==> src/hw/rtl/rpr_pkg.sv <==
// Shared types and constants of the rotary position rotator.
`timescale 1ns / 1ps

package rpr_pkg;

  // Datapath width of the rotated pair: Q15.32 plus headroom for rotation growth.
  localparam int DW = 52;
  // Residual angle width in 0.32 turns, with headroom for the CORDIC walk.
  localparam int ZW = 34;
  // Guard bits below the Q15.16 point.
  localparam int GUARD = 16;
  // CORDIC gain compensation 0.60725... in Q0.31.
  localparam logic signed [31:0] GAIN_Q31 = 32'sd1304065748;

  // Input item kinds.
  localparam logic KIND_LOAD   = 1'b0;
  localparam logic KIND_ROTATE = 1'b1;

  // One item in flight through the rotation stages.
  typedef struct packed {
    logic                 v;
    logic signed [DW-1:0] x;
    logic signed [DW-1:0] y;
    logic signed [ZW-1:0] z;
  } cordic_t;

  // atan(2^-k) in 0.32 turns, truncated.
  function automatic logic [31:0] turn_atan(input logic [4:0] k);
    logic [31:0] a;
    case (k)
      5'd0:  a = 32'h2000_0000;
      5'd1:  a = 32'h12E4_051D;
      5'd2:  a = 32'h09FB_385B;
      5'd3:  a = 32'h0511_11D4;
      5'd4:  a = 32'h028B_0D43;
      5'd5:  a = 32'h0145_D7E1;
      5'd6:  a = 32'h00A2_F61E;
      5'd7:  a = 32'h0051_7C55;
      5'd8:  a = 32'h0028_BE53;
      5'd9:  a = 32'h0014_5F2F;
      5'd10: a = 32'h000A_2F98;
      5'd11: a = 32'h0005_17CC;
      5'd12: a = 32'h0002_8BE6;
      5'd13: a = 32'h0001_45F3;
      5'd14: a = 32'h0000_A2F9;
      5'd15: a = 32'h0000_517C;
      5'd16: a = 32'h0000_28BE;
      5'd17: a = 32'h0000_145F;
      5'd18: a = 32'h0000_0A2F;
      5'd19: a = 32'h0000_0517;
      5'd20: a = 32'h0000_028B;
      5'd21: a = 32'h0000_0145;
      5'd22: a = 32'h0000_00A2;
      5'd23: a = 32'h0000_0051;
      5'd24: a = 32'h0000_0028;
      5'd25: a = 32'h0000_0014;
      5'd26: a = 32'h0000_000A;
      5'd27: a = 32'h0000_0005;
      5'd28: a = 32'h0000_0002;
      5'd29: a = 32'h0000_0001;
      default: a = 32'h0000_0000;
    endcase
    return a;
  endfunction

endpackage

==> src/hw/rtl/rpr_if.sv <==


interface rpr_out_if;
  logic               valid;
  logic               ready;
  logic signed [31:0] first_result;
  logic signed [31:0] second_result;

  modport source (output valid, first_result, second_result, input ready);
  modport sink (input valid, first_result, second_result, output ready);
endinterface

==> src/hw/rtl/rpr_out.sv <==
// Round and saturate to Q15.16, output register and skid register.
`timescale 1ns / 1ps

module rpr_out import rpr_pkg::*; (
  input  logic      clk,
  input  logic      rst_n,
  input  cordic_t   d_in,
  output logic      run,
  rpr_out_if.source out_chan
);

  localparam int RW = DW - GUARD;

  logic signed [31:0] rx;
  logic signed [31:0] ry;
  logic               out_v_r;
  logic signed [31:0] out_a_r;
  logic signed [31:0] out_b_r;
  logic               skid_v_r;
  logic signed [31:0] skid_a_r;
  logic signed [31:0] skid_b_r;

  function automatic logic signed [31:0] round_sat(input logic signed [DW-1:0] v);
    logic signed [DW-1:0] s;
    logic signed [RW-1:0] r;
    logic signed [31:0]   o;
    s = (v + $signed(DW'(1) <<< (GUARD - 1))) >>> GUARD;
    r = s[RW-1:0];
    if (r[RW-1:31] == {(RW-31){1'b0}} || r[RW-1:31] == {(RW-31){1'b1}}) begin
      o = r[31:0];
    end else if (r[RW-1]) begin
      o = 32'sh8000_0000;
    end else begin
      o = 32'sh7FFF_FFFF;
    end
    return o;
  endfunction

  assign rx  = round_sat(d_in.x);
  assign ry  = round_sat(d_in.y);
  // Advance the pipeline whenever the skid register is free.
  assign run = !skid_v_r;

  always_ff @(posedge clk) begin
    if (!rst_n) begin
      out_v_r  <= 1'b0;
      skid_v_r <= 1'b0;
    end else if (!out_v_r || out_chan.ready) begin
      if (skid_v_r) begin
        out_v_r  <= 1'b1;
        skid_v_r <= 1'b0;
      end else begin
        out_v_r  <= d_in.v;
      end
    end else if (run && d_in.v) begin
      skid_v_r <= 1'b1;
    end
  end

  always_ff @(posedge clk) begin
    if (!out_v_r || out_chan.ready) begin
      if (skid_v_r) begin
        out_a_r <= skid_a_r;
        out_b_r <= skid_b_r;
      end else begin
        out_a_r <= rx;
        out_b_r <= ry;
      end
    end else if (run && d_in.v) begin
      skid_a_r <= rx;
      skid_b_r <= ry;
    end
  end

  assign out_chan.valid         = out_v_r;
  assign out_chan.first_result  = out_a_r;
  assign out_chan.second_result = out_b_r;

endmodule

==> src/flat_wrapper.sv <==
// flat-port wrapper written by rule: the top's interface ports become plain ports
module rpr_out_flat import rpr_pkg::*;
  (clk, rst_n, d_in, run, out_chan_valid, out_chan_first_result, out_chan_second_result, out_chan_ready);
  rpr_out_if out_chan_i ();
  input  logic clk;
  input  logic rst_n;
  input  cordic_t d_in;
  output logic run;
  output wire logic [$bits(out_chan_i.valid)-1:0] out_chan_valid;
  output wire logic [$bits(out_chan_i.first_result)-1:0] out_chan_first_result;
  output wire logic [$bits(out_chan_i.second_result)-1:0] out_chan_second_result;
  input wire logic [$bits(out_chan_i.ready)-1:0] out_chan_ready;
  assign out_chan_valid = out_chan_i.valid;
  assign out_chan_first_result = out_chan_i.first_result;
  assign out_chan_second_result = out_chan_i.second_result;
  assign out_chan_i.ready = out_chan_ready;
  rpr_out u_core (.clk(clk), .rst_n(rst_n), .d_in(d_in), .run(run), .out_chan(out_chan_i));
endmodule
==> config.mk <==
export PLATFORM = sky130hd
export DESIGN_NAME = rpr_out_flat
export DESIGN_NICKNAME = d
export VERILOG_FILES = /design/src/hw/rtl/rpr_pkg.sv /design/src/hw/rtl/rpr_if.sv /design/src/hw/rtl/rpr_out.sv /design/src/flat_wrapper.sv
export SDC_FILE = /design/constraint.sdc
export NUM_CORES = 1
export LEC_CHECK = 0
export ABC_AREA = 0
export BUFFER_PORTS_ARGS = -buffer_cell sky130_fd_sc_hd__buf_2
export CAP_MARGIN = 30
export CORE_MARGIN = 1.5
export CORE_UTILIZATION = 50
export DETAILED_ROUTE_END_ITERATION = 12
export PLACE_DENSITY = 0.77
export SYNTH_ARGS = -nofsm -noshare
export SYNTH_HDL_FRONTEND = slang
export SYNTH_SLANG_ARGS = --single-unit
==> constraint.sdc <==
create_clock -name clk -period 9.8 [get_ports clk]
set_input_delay 0.49 -clock clk [delete_from_list [all_inputs] [get_ports clk]]
set_output_delay 0.49 -clock clk [all_outputs]
set_load 0.02 [all_outputs]
Word level (Yosys, flattened, before mapping)
Cells that the tools add are included.

Memories kept: 0. Bits in writable memories: 0. Flip-flop bits (word level): 130. Bits of input ports: 142. Output and inout bits: 66. Bits in read-only memories: 0. Word-level logic and storage cells: 29. Latch bits: 0.

Equal/unequal tests: 2. $add $sub $neg: 2. Bitwise logic cells: 2. Muxes and demuxes: 7. Reductions and logical operators: 10. Shift-type cells: 0. $lt $le $gt $ge: 0. $mul: 0. Divide/modulo/power cells: 0.

Operator list (count): $mux 32 (6); $add 52x17->52 const B (2); $eq 5x5->1 const B (2); $logic_not 5->1 (2); $logic_or 1x1->1 (3); $logic_not 1->1 (2); $not 1->1 (2); $reduce_and 2->1 (1); $reduce_or 2->1 (1); $logic_and 1x1->1 (1); $mux 1 (1).

Longest topological paths before layout
Depth in word-level cells: 5. Gate-level depth with buffers: 9. Gate-level depth less buffers: 7.

Worst setup path before layout
OpenSTA, ideal clock, no wires.

Kind: in2reg. Start: input port out_chan_ready. End: register u_core.skid_a_r[0] (enable). Arrival: 6872 ps. Library setup time: 578 ps. Setup slack: 2350 ps. Path buffers: 0. Cell stages on the path: 2. Required time: 9222 ps. Cell sequence: nand2b_1 -> nor3b_1.

Longest elaborated chain between the ends: 3.

Ends and longest elaborated chain: from (decl) (line flat_wrapper.sv:12) `input wire logic [$bits(out_chan_i.ready)-1:0] out_chan_ready;`; $logic_or 1x1->1 (line rpr_out.sv:61) `if (!out_v_r || out_chan.ready) begin`; $not 1->1 (no line); $reduce_and 2->1 (no line); to (signal assigned) (line rpr_out.sv:70) `skid_a_r <= rx;`; to (decl) (line rpr_out.sv:20) `logic signed [31:0] skid_a_r;`.

Every way passes these cells. A chain may end at the register's enable or synchronous reset.

Worst setup path in the final report
Start: input port d_in[101] in the netlist's numbering. End: register u_core.skid_a_r[11], data pin.

Longest elaborated chain between the ends: 4. Elaborated cells between the ends (all ways): 6. Classes of those cells: 1 x add/sub; 1 x eq/ne; 2 x mux; 2 x reduce/logical.

Ends and longest elaborated chain: from (decl) (line flat_wrapper.sv:7) `input cordic_t d_in;`; $add 52x17->52 (*) (line rpr_out.sv:27) `s = (v + $signed(DW'(1) <<< (GUARD - 1))) >>> GUARD;`; $eq 5x5->1 / $logic_not 5->1 (equally long branches) (line rpr_out.sv:29) `if (r[RW-1:31] == {(RW-31){1'b0}} || r[RW-1:31] == {(RW-31){1'b1}}) begin`; $logic_or 1x1->1 (line rpr_out.sv:29); $mux 32 (*) (line rpr_out.sv:29); via u_core.rx[11] (line rpr_out.sv:14) `logic signed [31:0] rx;`.

Mark *: on every way through the listed nets, which the timed path passes. The rest lies on a longest branch.

==> flow_metrics.tcl <==
set metrics [dict create \
    synth_area_um2 7590 \
    dp_cells 977 \
    required_ps 9920 \
    finClkSkew_ps 4.81 \
    startpoint_type "input port" \
    status "finished clean" \
    grt_pass1_vias 5457 \
    fin_area_um2 9010 \
    cts_tree "done" \
    cts_buffer_depth 2 \
    start_util_pct 51.7 \
    report.final.slew_viol_count 0 \
    num_rows 44 \
    hpwl_um 11800 \
    vdd_drop_max_uv 152 \
    viasPerCell 5.97 \
    portBuffers 143 \
    synth.yosys.seq_area_share_pct 51.1 \
    clk_latency_ps 420 \
    total_power_mw 1.56 \
    r2r-start "u_core.skid_v_r" \
    path_class "input port to register" \
    yosys_most_used_dff "edfxtp_1" \
    gp_congestion 0.902 \
    overflow 0 \
    worst_pin_slew_ps 960 \
    syn_inst 692 \
    synthArstFlopShare_pct 0 \
    cts.clk_slew.worst_paths_ps 50 \
    ys_warn_count 0 \
    drt_iter0_drc 561 \
    min_period_ps 3050 \
    dieArea_um2 15900 \
    cap_viol_max_count 0 \
    post_drt_wl_per_cell_um 17.7 \
    wl_um 17900 \
    die_x_um 126 \
    crit_path_max_fanout 54 \
    cts-buffers-inserted 17 \
    fmaxAchievable_mhz 327 \
    cp-startpoint "d_in[101]" \
    min_period_over_period_pct 31.2 \
    totalNegativeSetupSlack_ps 0 \
    drive_gt1_share_pct 29.8 \
    cts_hold_buf 0 \
    grtUsageMet1_pct 29.3 \
    grt_usage_pct 22.4 \
    grt_first_pass_wirelength_um 27900 \
    top_usage_layer "met2" \
    die_y_um 126 \
    cp.arrival_ps 3180 \
    fillCellCount 1184 \
    cts_max_level 4 \
    final_cell_mix "143 x buf_2, 128 x edfxtp_1, 104 x nand2_1" \
    vias 6023 \
    synth_edf_count 128 \
    final_cells 1009 \
    dr.pass1.iters 5 \
    cts_resized 0 \
    drc 0 \
    rsz0062_at_grt "no" \
    cts.sinks 130 \
    avgSynthCellArea_um2 11.0 \
    grt_max_degree 78 \
    pin_count 208 \
    ys_seq_elements 130 \
    p_per_area_nw_per_um2 173 \
    layout_commonest_cell "buf_2" \
    grtUsageMet2_pct 36.2 \
    cp-end-kind "register" \
    grt_antenna_before_repair 0 \
    ant_nets 0 \
    core_um2 14700 \
    worst-r2r-cell-count 4 \
    postPlaceCellArea_um2 8370 \
    diodes 0 \
    p_leak_nw 3.25 \
    cts-root-buf "clkbuf_16" \
    synth.distinct_cells 63 \
    syn_nets 836 \
    r2r_slack_ps 7030 \
    worstSetupEndpoint "u_core.skid_a_r[11]" \
    final_nets 956 \
    grt_util_met3_pct 4.97 \
    timing.hold.worst.class "input port to register" \
    fin_util_pct 61.3 \
    final-setup-viol-count 0 \
    syn_to_final_growth_pct 18.6 \
    hold_viol 0 \
    postCtsSetupBuffers 0 \
    reg2reg_to "u_core.out_chan.second_result[26]" \
    relSlewSlack_pct 36.0 \
]
[flip-flops by register name, summed over array words and instances, names as in the netlist]
signal                         count
u_core.skid_b_r                   32
u_core.out_chan.first_result      32
u_core.skid_a_r                   32
u_core.out_chan.valid              1
u_core.out_chan.second_result     32
u_core.skid_v_r                    1
[worst max-delay path, cell delays in order]
cell and delay (ps):
buf_2 100, ha_1 200, nand4_1 330, nor4_4 420, nand4b_2 220, xor2_4 200
buf_4 290, nor3_2 740, o21ai_1 170
[cell type report]
cell class	count	area, µm²	area share (%)
sequential	130	3880	43.1
multi-input combinational	495	3400	37.7
timing repair buffer	153	798	8.86
clock buffer	19	433	4.81
tap	184	230	2.56
clock inverter	13	209	2.32
inverter	15	56.3	0.625
[logic make-up after synthesis]
family / Yosys count / share of synthesized area (%)
adder cells (fa/ha/maj): 2 / 0.329
AND/OR/NAND/NOR: 258 / 17.8
multiplexers: 4 / 0.676
flip-flops: 130 / 51.1
AO/OA/AOI/OAI: 169 / 18.2
XOR/XNOR: 62 / 7.25
buffers and inverters: 67 / 4.58
[synth_stat cells (8+ instances only)]
cell type	count	area [µm²]
nand2_1	104	390
nor3_1	11	55.1
nand3_1	33	165
clkbuf_1	24	90.1
xnor2_1	38	333
o311ai_0	11	96.3
inv_1	14	52.6
o311ai_1	25	219
and3_1	8	50.1
buf_6	8	90.1
o31ai_1	30	225
edfxtp_1	128	3840
o211ai_2	30	375
o21ai_0	30	150
o21ai_1	13	65.1
nor4_1	12	75.1
nand4_1	17	106
buf_2	13	65.1
nor2_1	41	154
a31oi_1	16	100
xor2_1	23	201
[where the power goes]
part / switching (mW) / leakage (nW) / total [mW] / internal (mW)
Sequential: 0.00870 / 1.23 / 0.663 / 0.654
Combinational: 0.141 / 1.72 / 0.213 / 0.0722
Clock: 0.235 / 0.305 / 0.687 / 0.451
Total: 0.385 / 3.25 / 1.56 / 1.18
[routing by layer]
layer / routed length (µm) / share of wire, %
met1: 7610 / 43
met2: 8640 / 48
met3: 1160 / 6.5
met4: 437 / 2.4
met5: 0 / 0
[worst min path at each step]
stage	startpoint	cells after the start	slack, ps	endpoint
after floorplan	u_core.skid_a_r[31]	1	500	u_core.out_chan.first_result[31]
after global placement	u_core.skid_a_r[31]	1	510	u_core.out_chan.first_result[31]
after detailed placement	u_core.skid_a_r[31]	1	510	u_core.out_chan.first_result[31]
after CTS	rst_n	2	320	u_core.out_chan.valid
after global routing	rst_n	2	320	u_core.out_chan.valid
final	rst_n	2	340	u_core.out_chan.valid
[stage by stage]
step           setup WS, ps  hold WS (ps)
2_1_floorplan          2350           497
6_report               6750           338
3_3_place_gp           5990           509
5_1_grt                6550           325
3_5_place_dp           6350           513
4_1_cts                6770           324
Note: power is estimated with default switching activity, not from simulation.
