## src/hw/rtl/rpr_pkg.sv

```systemverilog
// Shared types and constants of the rotary position rotator.
`timescale 1ns / 1ps

package rpr_pkg;

  // Datapath width of the rotated pair: Q15.32 plus headroom for rotation growth.
  localparam int DW = 52;
  // Residual angle width in 0.32 turns, with headroom for the CORDIC walk.
  localparam int ZW = 34;
  // Guard bits below the Q15.16 point.
  localparam int GUARD = 16;
  // CORDIC gain compensation 0.60725... in Q0.31.
  localparam logic signed [31:0] GAIN_Q31 = 32'sd1304065748;

  // Input item kinds.
  localparam logic KIND_LOAD   = 1'b0;
  localparam logic KIND_ROTATE = 1'b1;

  // One item in flight through the rotation stages.
  typedef struct packed {
    logic                 v;
    logic signed [DW-1:0] x;
    logic signed [DW-1:0] y;
    logic signed [ZW-1:0] z;
  } cordic_t;

  // atan(2^-k) in 0.32 turns, truncated.
  function automatic logic [31:0] turn_atan(input logic [4:0] k);
    logic [31:0] a;
    case (k)
      5'd0:  a = 32'h2000_0000;
      5'd1:  a = 32'h12E4_051D;
      5'd2:  a = 32'h09FB_385B;
      5'd3:  a = 32'h0511_11D4;
      5'd4:  a = 32'h028B_0D43;
      5'd5:  a = 32'h0145_D7E1;
      5'd6:  a = 32'h00A2_F61E;
      5'd7:  a = 32'h0051_7C55;
      5'd8:  a = 32'h0028_BE53;
      5'd9:  a = 32'h0014_5F2F;
      5'd10: a = 32'h000A_2F98;
      5'd11: a = 32'h0005_17CC;
      5'd12: a = 32'h0002_8BE6;
      5'd13: a = 32'h0001_45F3;
      5'd14: a = 32'h0000_A2F9;
      5'd15: a = 32'h0000_517C;
      5'd16: a = 32'h0000_28BE;
      5'd17: a = 32'h0000_145F;
      5'd18: a = 32'h0000_0A2F;
      5'd19: a = 32'h0000_0517;
      5'd20: a = 32'h0000_028B;
      5'd21: a = 32'h0000_0145;
      5'd22: a = 32'h0000_00A2;
      5'd23: a = 32'h0000_0051;
      5'd24: a = 32'h0000_0028;
      5'd25: a = 32'h0000_0014;
      5'd26: a = 32'h0000_000A;
      5'd27: a = 32'h0000_0005;
      5'd28: a = 32'h0000_0002;
      5'd29: a = 32'h0000_0001;
      default: a = 32'h0000_0000;
    endcase
    return a;
  endfunction

endpackage

```

## src/hw/rtl/rpr_cordic_stage.sv

```systemverilog
// One registered CORDIC micro-rotation with a fixed shift.
`timescale 1ns / 1ps

module rpr_cordic_stage import rpr_pkg::*; #(
  parameter int K = 0
) (
  input  logic    clk,
  input  logic    rst_n,
  input  logic    run,
  input  cordic_t d_in,
  output cordic_t d_out
);

  logic signed [DW-1:0] dx;
  logic signed [DW-1:0] dy;
  logic signed [ZW-1:0] ang;
  logic signed [DW-1:0] x_nxt;
  logic signed [DW-1:0] y_nxt;
  logic signed [ZW-1:0] z_nxt;
  logic                 v_r;
  logic signed [DW-1:0] x_r;
  logic signed [DW-1:0] y_r;
  logic signed [ZW-1:0] z_r;

  assign dx  = d_in.y >>> K;
  assign dy  = d_in.x >>> K;
  assign ang = $signed({{(ZW-32){1'b0}}, turn_atan(5'(K))});

  always_comb begin
    if (!d_in.z[ZW-1]) begin
      x_nxt = d_in.x - dx;
      y_nxt = d_in.y + dy;
      z_nxt = d_in.z - ang;
    end else begin
      x_nxt = d_in.x + dx;
      y_nxt = d_in.y - dy;
      z_nxt = d_in.z + ang;
    end
  end

  always_ff @(posedge clk) begin
    if (!rst_n) begin
      v_r <= 1'b0;
    end else if (run) begin
      v_r <= d_in.v;
    end
  end

  always_ff @(posedge clk) begin
    if (run) begin
      x_r <= x_nxt;
      y_r <= y_nxt;
      z_r <= z_nxt;
    end
  end

  assign d_out.v = v_r;
  assign d_out.x = x_r;
  assign d_out.y = y_r;
  assign d_out.z = z_r;

endmodule

```

## config.mk

```make
export PLATFORM = sky130hd
export DESIGN_NAME = rpr_cordic_stage
export DESIGN_NICKNAME = d
export VERILOG_FILES = /design/src/hw/rtl/rpr_pkg.sv /design/src/hw/rtl/rpr_cordic_stage.sv
export SDC_FILE = /design/constraint.sdc
export NUM_CORES = 1
export LEC_CHECK = 0
export ABC_AREA = 0
export BUFFER_PORTS_ARGS = -buffer_cell sky130_fd_sc_hd__buf_2
export CORE_AREA = 2 2 168 170
export CTS_BUF_LIST = sky130_fd_sc_hd__clkbuf_4
export CTS_CLUSTER_DIAMETER = 60
export DETAILED_ROUTE_END_ITERATION = 10
export DIE_AREA = 0 0 170 172
export PLACE_DENSITY = 0.73
export SLEW_MARGIN = 25
export SYNTH_ARGS = -nofsm -noshare
export SYNTH_HDL_FRONTEND = slang
export SYNTH_SLANG_ARGS = --single-unit
```

## constraint.sdc

```tcl
create_clock -name clk -period 4.05 [get_ports clk]
set_input_delay 0.6075 -clock clk [delete_from_list [all_inputs] [get_ports clk]]
set_output_delay 0.6075 -clock clk [all_outputs]
set_load 0.05 [all_outputs]
```

# --- Word level (Yosys, flattened, before mapping) ---
# Cells that the tools add are included.
# W data, S select, Z words.
word_totals:
  register_bits: 139
  in_bits: 142
  output_inout_bits: 139
  wordCells: 12
classes:
  addsub: 5
  muxes: 3
op_table:
  columns: ["operator", "n"]
  rows:
  - ["$mux W52", 2]
  - ["$sub A52 B52 Y52", 2]
  - ["$add A52 B52 Y52", 1]
  - ["$add A34 B31 Y34 const B", 1]
  - ["$mux W34", 1]
  - ["$sub A34 B31 Y34 const B", 1]

# --- Depth between registers and ports, before layout ---
# Gate-level depths: netlist (run 1).
logic_depth:
  depth_word: 2
  depth_mapped: 14
  depth_no_buf: 14

# --- Least setup slack after synthesis (run 1) ---
# No wires, ideal clock.
synth_timing:
  path_kind: "input port to flip-flop"
  start: "in d_in[86] (netlist bit)"
  end: "reg x_r[50] (data pin)"
  setup_ns: 0.258
  arrival_time_ns: 3.139
  required_ns: 3.792
  setup_slack_ns: 0.653
  path_stages: 14
  path_buffers: 0
  path_cell_list: "inv_1 ha_1 fa_1 nand2b_1 a2111oi_0 o311a_1 nor2_1 o31a_1 o21ai_1 a31oi_1 o21ai_1 a41oi_1 a21oi_1 xnor2_1"
synth_between:
  elab_chain_cells: 2
  elab_cells_between_ends: 3
  cone_classes: "add/sub (2); mux (1)"
synth_lines:
  columns: ["element", "line_no", "rtl"]
  rows:
  - ["from (decl)", "rpr_cordic_stage.sv:10", "input cordic_t d_in,"]
  - ["$sub A52 B52 Y52 or $add A52 B52 Y52 (tied branches)", "rpr_cordic_stage.sv:31, rpr_cordic_stage.sv:35", null]
  - ["$mux W52 *", "rpr_cordic_stage.sv:30", "if (!d_in.z[ZW-1]) begin"]
  - ["named net x_nxt[50]", "rpr_cordic_stage.sv:17", "logic signed [DW-1:0] x_nxt;"]
  - ["to (signal assigned)", "rpr_cordic_stage.sv:51", "x_r <= x_nxt;"]
  - ["to (decl)", "rpr_cordic_stage.sv:21", "logic signed [DW-1:0] x_r;"]
# Mark *: on every way through the listed nets, which the timed path passes. The rest lies on a longest branch.
# A chain may end at the register's enable or synchronous reset.

# --- Final worst setup path (run 1) ---
layout_timing:
  start: "in d_in[36] (netlist bit)"
  end: "reg y_r[50] (data pin)"
layout_between:
  elab_chain_cells: 2
  elab_cells_between_ends: 3
  cone_classes: "add/sub (2); mux (1)"
layout_lines:
  columns: ["element", "line_no", "rtl"]
  rows:
  - ["$add A52 B52 Y52 or $sub A52 B52 Y52 (tied branches)", "rpr_cordic_stage.sv:32, rpr_cordic_stage.sv:36", null]
  - ["$mux W52 *", "rpr_cordic_stage.sv:30", null]
  - ["named net y_nxt[50]", "rpr_cordic_stage.sv:18", "logic signed [DW-1:0] y_nxt;"]
  - ["to (signal assigned)", "rpr_cordic_stage.sv:52", "y_r <= y_nxt;"]
  - ["to (decl)", "rpr_cordic_stage.sv:22", "logic signed [DW-1:0] y_r;"]
# Marks and branches as above.

==> impl_metrics.csv, run 1 <==
group,metric,value,unit
routing,wl_met2,21600,um
synth,syn_inst,1582,
placed_design,portBuffers,280,
final_layout,area_growth,22.1,%
run_status,status,"complete, no violations",
timing,setup_violations,0,
timing,timing.final.crit_share,91.1,%
power_and_ir_drop,seqPwrFrac,32.8,%
placed_design,detailed_place_hpwl,37600,um
setup_path,start_kind,"input pin",
synth,ys_warn_count,0,
synth,seq_area_frac_synth,30.5,%
synth,avgSynthCellArea,8.57,um^2
grt,grt_antenna_before_repair,1,
timing,final.min_clock_period,3690,ps
setup_path,worstSetupPathType,"input pin to flop",
power_and_ir_drop,power_frac_clock,17.9,%
timing,skew,0,ps
floorplanning,start_util,49.4,%
floorplanning,die-area,29200,um^2
routing,dr.max_layer_used,"met4",
synth,synthTopCellsByArea,"edfxtp_1, ha_1, a21oi_1",
clock_network,clock_latency,600,ps
setup_path,cp.arrival,4080,ps
synth,synth_enable_flop_cells,137,
final_layout,fin_nets,2280,
setup_path,crit_path_end_kind,"flop",
synth,synth_fp_nets,1898,
routing,routedLengthMet1,19500,um
clock_network,cts_buffers,17,
timing,slew_headroom,48.8,%
clock_network,clockRootBuffer,"clkbuf_4",
routing,drt-wirelength-per-cell,19.9,um
timing,worst_slew_pin_slew,769,ps
grt,gr-total-overflow,0,
routing,avgViaCountPerCell,5.85,
clock_network,clock_sinks,138,
routing,dr.pass1.iters,6,
clock_network,cts.clk_slew.worst_paths,150,ps
routing,finalWirelength,46200,um
setup_path,crit_chain,"buf_2 -> inv_1 -> ha_1 -> buf_4 -> nor2b_1 -> o31a_1 -> o41ai_1 -> nor2_1 -> o31ai_2 -> a211o_1 -> nand3_1 -> a31oi_1 -> o2111ai_1 -> a21boi_1 -> xnor2_1",
clock_network,ctsHoldBuffers,0,
routing,vias,13605,
synth,async_flop_share,0,%
power_and_ir_drop,power_switching_share,46.0,%
synth,syn-cell-area,13600,um^2
clock_network,cts_tree,"done",
grt,grt_pass1_wl,69800,um
synth,synth_cell_type_count,83,
setup_path,r2r_setup_slack,3440,ps
routing,wl_met3,3690,um
setup_path,required,4440,ps
power_and_ir_drop,ir_drop,0.205,mV
setup_path,path_max_fanout,4,
placed_design,gp_congestion,1.04,
power_and_ir_drop,combPwrFrac,49.3,%
clock_network,cts_resized,0,
floorplanning,num_rows,61,
synth,ys_seq_elements,138,
routing,drt_iter0_drc,1235,
clock_network,cts_setup_buffers,0,
hold_path,hp-class,"input pin to flop",
power_and_ir_drop,leakage,7.75,nW
synth,synthFlopType,"edfxtp_1",
setup_path,cp_slowest_cell,"o41ai_1",
final_layout,drive_gt1_share,24.6,%
placed_design,postPlaceCellArea,16300,um^2
setup_path,critPathMaxStageDelay,480,ps
routing,antenna_left,0,
clock_network,htree_levels,4,
synth,synth_top_area_share,30.3,%
floorplanning,die_w,170,um
timing,hold_viol,0,
floorplanning,core,27500,um^2
routing,drcViolationCount,0,
final_layout,design_area,16600,um^2
grt,grt_max_degree,72,
job,cap_violations,0,
grt,track_usage,30.8,%
timing,fmaxAchievable,0.271,GHz
floorplanning,die_h,172,um
floorplanning,ios,281,
power_and_ir_drop,p_total,5.88,mW
synth,yosysTopAreaCell,"edfxtp_1",
grt,grt_pass1_vias,12991,
power_and_ir_drop,p_per_area,355,nW/um^2
timing,slew_viol_final,0,
power_and_ir_drop,intPower,3.17,mW
timing,rsz0062_at_grt,"false",
power_and_ir_drop,p_switching,2.70,mW
clock_network,clock_path_buffers,2,
==> registers in the layout, indices dropped and copies added, names as in the netlist <==
signal and cells:
y_r 51, x_r 52, z_r 34, v_r 1
==> power by group through the flow <==
stage | sequential [mW] | combinational (mW) | clock (mW)
after detailed placement | 1.96 | 2.85 | 0
after global routing | 1.95 | 3.08 | 1.10
final | 1.93 | 2.90 | 1.05
after floorplan | 2.71 | 1.16 | 0
after global placement | 1.96 | 2.84 | 0
after CTS | 1.93 | 2.87 | 1.07
==> synthesized netlist by cell type, drive strengths merged, types with 7 or more instances <==
| library cell | number |
|---|---|
| a31oi | 15 |
| clkinv | 10 |
| or3 | 7 |
| o31ai | 20 |
| nand4 | 13 |
| o21a | 16 |
| xor2 | 10 |
| a21oi | 198 |
| a21boi | 7 |
| xnor2 | 93 |
| ha | 170 |
| a211o | 9 |
| o21ai | 119 |
| edfxtp | 137 |
| nor2b | 15 |
| mux2i | 26 |
| nand2 | 89 |
| nand3 | 22 |
| a211oi | 8 |
| nor3 | 33 |
| nand2b | 15 |
| inv | 161 |
| buf | 34 |
| clkbuf | 32 |
| o21bai | 40 |
| o31a | 8 |
| a21o | 41 |
| nor2 | 126 |
| nor4 | 15 |
==> final cells by class <==
| cell class | instances | area [um^2] |
|---|---|---|
| antenna | 2 | 5.00 |
| sequential | 138 | 4130 |
| tap | 346 | 433 |
| timing repair buffer | 429 | 2550 |
| clock buffer | 17 | 128 |
| clock inverter | 15 | 175 |
| inverter | 171 | 642 |
| multi-input combinational | 1207 | 8500 |
| fill | 2527 | 10900 |
==> routing by layer <==
metal,track usage [%],vias up
li1,-,6419
met3,4.37,90
met4,10.7,0
met2,52.0,651
met1,40.5,6445
met5,0,-
==> per-stage QoR <==
stage / setup TNS [ps] / std cells / util [%] / hold slack [ps] / setup slack (ps)
2_1_floorplan: 0 / 1582 / - / 484 / 653
3_3_place_gp: -522 / 2291 / 59.2 / 493 / -150
3_5_place_dp: -1070 / 2291 / 59.2 / 520 / -170
4_1_cts: 0 / 2323 / 60.3 / 137 / 455
5_1_grt: 0 / 2325 / 60.3 / 132 / 249
6_report: 0 / 2325 / 60.3 / 154 / 359
==> cell families after synthesis <==
| family | Yosys count | synth area share [%] |
|---|---|---|
| flops | 138 | 30.5 |
| fa+ha+maj | 174 | 16.3 |
| xor+xnor | 103 | 6.65 |
| simple gates | 356 | 12.2 |
| compound gates | 548 | 25.6 |
| mux | 26 | 1.92 |
| buf+inv | 237 | 6.88 |
==> cells in the final DEF (no fill, tap or decap), types with 9 or more instances in the layout <==
cell and instances:
o31ai_1 17, inv_1 160, buf_2 278, clkbuf_4 17, edfxtp_1 137, nor2_1 126, xor2_1 10, ha_1 170
buf_4 148, inv_6 9, nand3_1 22, o21bai_1 40, nor2b_1 15, o21ai_1 13, o21a_1 15, xnor2_1 93
nor3_1 33, nand2b_1 15, a31oi_1 14, nor4_1 14, a21oi_1 197, a21o_1 41, clkinv_1 10, mux2i_1 26
nand2_1 89, o21ai_0 105, nand4_1 12
==> path summary, 6_finish.rpt <==
path                    startpoint           endpoint  cells past startpoint
hold reg to reg   v_r$_SDFFE_PN0P_   v_r$_SDFFE_PN0P_                      2
hold / removal            d_in[24]  z_r[24]$_DFFE_PP_                      1
setup / recovery          d_in[36]  y_r[50]$_DFFE_PP_                     15
setup reg to reg  v_r$_SDFFE_PN0P_   v_r$_SDFFE_PN0P_                      2
==> worst max-delay path, delay by kind of cell <==
kind | cells | cell delay, ps
adders and majority gates | 1 | 330
and+or+nand+nor | 3 | 590
xor gates and xnor gates | 1 | 170
AOI/OAI and AO/OA | 7 | 2090
buffers and inverters | 3 | 300
(Power assumes the default switching activity.)
==> run 2, diff against run 1 <==
Settings changed: CTS_BUF_LIST sky130_fd_sc_hd__clkbuf_4 to sky130_fd_sc_hd__clkbuf_8.
==> run 2 against run 1 <==
Count of clock-buffer cells in the layout is the same. First-iteration DRC count grew 0.24%. Critical path depth is the same. Critical endpoint is now x_r[44]$_DFFE_PP_. Largest power group unchanged.
==> impl_metrics.csv, run 2 (synthesized netlist as in run 1, its figures left out) <==
group,metric,value,unit
run_status,status,"complete, no violations",
placed_design,portBuffers,280,
power_and_ir_drop,ir_drop,0.205,mV
floorplanning,die-area,29200,um^2
power_and_ir_drop,seqPwrFrac,31.7,%
timing,final.min_clock_period,3850,ps
routing,finalWirelength,46300,um
routing,drt-wirelength-per-cell,19.9,um
final_layout,fin_nets,2280,
timing,skew,0,ps
clock_network,cts_tree,"done",
job,cap_violations,0,
timing,hold_viol,0,
timing,timing.final.crit_share,95.0,%
setup_path,start_kind,"input pin",
power_and_ir_drop,leakage,7.79,nW
placed_design,gp_congestion,1.04,
routing,dr.pass1.iters,5,
timing,rsz0062_at_grt,"false",
final_layout,regMostFlops,"x_r",
grt,grt_antenna_before_repair,0,
final_layout,insertedDiodeCount,0,
timing,fmaxAchievable,0.260,GHz
setup_path,required,4260,ps
setup_path,crit_path_end_kind,"flop",
grt,track_usage,30.8,%
setup_path,critPathMaxStageDelay,640,ps
setup_path,worstSetupPathType,"input pin to flop",
clock_network,clock_path_buffers,2,
final_layout,reg.largest.list,"x_r (52), y_r (51), z_r (34)",
power_and_ir_drop,p_switching,2.73,mW
timing,slew_headroom,48.4,%
clock_network,cts.clk_slew.worst_paths,90,ps
clock_network,ctsHoldBuffers,0,
setup_path,cp_slowest_cell,"a41oi_1",
timing,finalSetupTns,0,ps
final_layout,final_cell_mix,"buf_2, a21oi_1, ha_1, inv_1, buf_4",
power_and_ir_drop,power_frac_clock,20.6,%
grt,grt_pass1_vias,13030,
setup_path,cp.arrival,4060,ps
final_layout,drive_gt1_share,24.6,%
routing,drcViolationCount,0,
clock_network,clock_sinks,138,
floorplanning,core,27500,um^2
final_layout,design_area,16700,um^2
power_and_ir_drop,p_per_area,365,nW/um^2
setup_path,crit_chain,"buf_2 -> inv_1 -> ha_1 -> nand2_1 -> a2111oi_0 -> buf_4 -> or3_1 -> a21o_1 -> a211o_1 -> a41oi_1 -> o21ai_0 -> buf_4 -> a21oi_1 -> a21oi_1 -> xnor2_1",
clock_network,cts_setup_buffers,0,
grt,grt_max_degree,72,
power_and_ir_drop,combPwrFrac,47.7,%
setup_path,cp_num_buf_inv,4,
clock_network,htree_levels,4,
setup_path,path_delay_family,"compound AO/OA/AOI/OAI gates",
clock_network,cts_buffers,17,
floorplanning,die_w,170,um
grt,grt_pass1_wl,69900,um
routing,avgViaCountPerCell,5.85,
clock_network,cts_resized,0,
placed_design,detailed_place_hpwl,37600,um
timing,setup_violations,0,
floorplanning,die_h,172,um
final_layout,area_growth,22.9,%
hold_path,hp-class,"input pin to flop",
final_layout,final_common_cell,"buf_2",
placed_design,postPlaceCellArea,16300,um^2
final_layout,fillerInstances,2505,
power_and_ir_drop,p_total,6.08,mW
routing,drt_iter0_drc,1238,
final_layout,largest_reg_flops,52,
setup_path,path_max_fanout,7,
clock_network,clock_latency,470,ps
power_and_ir_drop,power_switching_share,44.9,%
timing,slew_viol_final,0,
timing,worst_slew_pin_slew,774,ps
power_and_ir_drop,intPower,3.35,mW
floorplanning,ios,281,
routing,vias,13596,
clock_network,clockRootBuffer,"clkbuf_8",
floorplanning,start_util,49.4,%
grt,gr-total-overflow,0,
floorplanning,num_rows,61,
routing,antenna_left,0,
setup_path,r2r_setup_slack,3450,ps
## run 2: cell types whose count changed in the layout (fill, tap and decap cells not counted), sizes merged
cell   previous run  this run
diode             2         0
## run 2: layout make-up
cell class / count / area [um^2] / share of cell area [%]
Clock buffer: 17 / 234 / 1.40
Clock inverter: 15 / 175 / 1.05
Inverter: 171 / 642 / 3.85
Multi-Input combinational cell: 1207 / 8500 / 51.0
Sequential cell: 138 / 4130 / 24.8
Tap cell: 346 / 433 / 2.60
Timing Repair Buffer: 429 / 2550 / 15.3
## run 2: final timing paths
check / endpoint / cells after the start / from
setup / recovery: x_r[44]$_DFFE_PP_ / 15 / d_in[41]
hold / removal: z_r[4]$_DFFE_PP_ / 1 / d_in[4]
setup reg to reg: v_r$_SDFFE_PN0P_ / 2 / v_r$_SDFFE_PN0P_
hold reg to reg: v_r$_SDFFE_PN0P_ / 2 / v_r$_SDFFE_PN0P_
## run 2: metrics by stage
| step | hold slack (ps) | util [%] | worst slack (ps) | instances |
|---|---|---|---|---|
| 6_report | 306 | 60.7 | 204 | 2323 |
| 5_1_grt | 278 | 60.7 | 104 | 2323 |
| 4_1_cts | 283 | 60.7 | 309 | 2323 |
| 3_5_place_dp | 520 | 59.2 | -170 | 2291 |
| 3_3_place_gp | 493 | 59.2 | -150 | 2291 |
| 2_1_floorplan | 484 | - | 653 | 1582 |
## run 2: layer usage
layer	vias up	share of wire, %	global-route usage, %
li1	6414	-	-
met1	6451	43	40.5
met2	637	46	52.0
met3	94	7.5	4.55
met4	0	3.1	10.9
met5	-	0	0
## run 2: power by group through the flow
stage	registers (mW)	clock network, mW	logic [mW]
2_1_floorplan	2.71	0	1.16
3_3_place_gp	1.96	0	2.84
3_5_place_dp	1.96	0	2.85
4_1_cts	1.93	1.27	2.87
5_1_grt	1.95	1.31	3.08
6_report	1.93	1.25	2.90
==> run 3, diff against run 2 <==
Settings changed: CORE_AREA 2 2 168 170 to 2 2 156 158, DIE_AREA 0 0 170 172 to 0 0 158 160, PLACE_DENSITY 0.73 to 0.83.
==> run 3 against run 2 <==
Power decreased by 1.2%. Design area increased by 0.82%. Cell count increased by 0.17%. Flip-flop and latch count unchanged. Combinational power increased by 2%. Worst hold slack got worse by 6.6 ps. Clock skew unchanged. Critical endpoint is now y_r[46]$_DFFE_PP_. Highest routed layer unchanged.
==> impl_metrics.csv, run 3 (synthesized netlist as in run 1, its figures left out) <==
group,metric,value,unit
routing,dr.pass1.iters,7,
timing,slew_viol_final,0,
floorplanning,num_rows,57,
power_and_ir_drop,leakage,7.89,nW
placed_design,gp_congestion,1.03,
placed_design,portBuffers,280,
floorplanning,core,23800,um^2
timing,slew_headroom,44.8,%
power_and_ir_drop,p_per_area,358,nW/um^2
final_layout,largest_reg_flops,52,
floorplanning,die_w,158,um
routing,drcViolationCount,0,
setup_path,start_kind,"input pin",
clock_network,cts_resized,0,
final_layout,insertedDiodeCount,0,
timing,skew,0,ps
grt,grt_max_degree,123,
timing,worst_slew_pin_slew,829,ps
final_layout,drive_gt1_share,25.6,%
placed_design,pre_cts_slack,-86.8,ps
floorplanning,ios,281,
setup_path,required,4270,ps
clock_network,cts_setup_buffers,0,
clock_network,ctsHoldBuffers,0,
final_layout,area_growth,23.9,%
floorplanning,start_util,56.9,%
grt,track_usage,36.8,%
timing,timing.final.crit_share,92.9,%
timing,rsz0062_at_grt,"false",
placed_design,detailed_place_hpwl,38200,um
setup_path,worstSetupPathType,"input pin to flop",
setup_path,crit_path_end_kind,"flop",
clock_network,cts_buffers,17,
grt,gr-total-overflow,0,
grt,grt_antenna_before_repair,0,
final_layout,fin_nets,2306,
run_status,status,"complete, no violations",
final_layout,regMostFlops,"x_r",
final_layout,reg.largest.list,"x_r (52), y_r (51), z_r (34)",
routing,avgViaCountPerCell,6.01,
clock_network,clockRootBuffer,"clkbuf_8",
timing,finalSetupTns,0,ps
timing,hold_viol,0,
timing,final.min_clock_period,3760,ps
final_layout,final_common_cell,"buf_2",
routing,drt_iter0_drc,1670,
setup_path,cp.arrival,3990,ps
hold_path,hp-class,"input pin to flop",
clock_network,clock_path_buffers,2,
routing,vias,13980,
routing,antenna_left,0,
final_layout,final_cell_mix,"buf_2, a21oi_1, buf_4, ha_1, inv_1",
timing,fmaxAchievable,0.266,GHz
clock_network,clock_latency,470,ps
timing,setup_violations,0,
routing,drt-wirelength-per-cell,20.4,um
grt,grt_pass1_wl,72500,um
timing,worst_slack,287,ps
final_layout,regArea,4130,um^2
final_layout,multi_input_area,8500,um^2
clock_network,cts_tree,"done",
routing,finalWirelength,47500,um
job,cap_violations,0,
clock_network,htree_levels,4,
floorplanning,die-area,25300,um^2
final_layout,fillerInstances,1965,
setup_path,path_max_fanout,6,
clock_network,clock_sinks,138,
final_layout,utilization,70.5,%
floorplanning,die_h,160,um
clock_network,cts.clk_slew.worst_paths,100,ps
grt,grt_pass1_vias,13495,
power_and_ir_drop,ir_drop,0.218,mV
run 3: layout make-up:
type | instances | share of cell area (%)
Sequential cell | 138 | 24.6
Multi-Input combinational cell | 1207 | 50.6
Tap cell | 324 | 2.41
Clock inverter | 15 | 0.782
Timing Repair Buffer | 455 | 16.4
Clock buffer | 17 | 1.39
Inverter | 171 | 3.82
run 3: final timing paths:
kind / startpoint / end / slack [ps] / cells past startpoint
hold / removal: d_in[2] / z_r[2]$_DFFE_PP_ / 300 / 1
setup reg to reg: v_r$_SDFFE_PN0P_ / v_r$_SDFFE_PN0P_ / 3440 / 2
setup / recovery: d_in[43] / y_r[46]$_DFFE_PP_ / 290 / 16
hold reg to reg: v_r$_SDFFE_PN0P_ / v_r$_SDFFE_PN0P_ / 530 / 2
run 3: layer usage:
| metal | vias up | share of wire, % | global-route usage (%) |
|---|---|---|---|
| li1 | 6479 | - | - |
| met1 | 6550 | 41 | 50.2 |
| met2 | 824 | 46 | 59.5 |
| met3 | 127 | 9.4 | 5.67 |
| met4 | 0 | 3.4 | 12.6 |
| met5 | - | 0 | 0 |
run 3: critical path, cell delays in order:
cell	delay (ps)
buf_2	90
inv_1	40
ha_1	390
nor4_1	530
o21ai_0	230
o21a_1	200
buf_4	140
a31o_2	250
o2111ai_1	210
nand2_1	150
buf_4	170
o31ai_2	260
a21boi_1	190
o21bai_1	240
mux2i_1	140
xnor2_1	160
run 3: report_power, final:
part	internal (mW)	leakage [nW]	switching [mW]
clock network	0.448	0.186	0.682
logic	0.944	6.36	2.01
registers	1.86	1.35	0.0646
total	3.25	7.89	2.76
run 3: stage by stage:
| step | instance area (um^2) | power (mW) | hold WS [ps] | instances |
|---|---|---|---|---|
| detailed placement | 16400 | 4.84 | 521 | 2295 |
| global placement | 16400 | 4.82 | 490 | 2295 |
| finish | 16800 | 6.01 | 299 | 2327 |
| CTS | 16800 | 5.96 | 279 | 2327 |
| floorplan | 13600 | 3.87 | 484 | 1582 |
| global route | 16800 | 6.26 | 275 | 2327 |
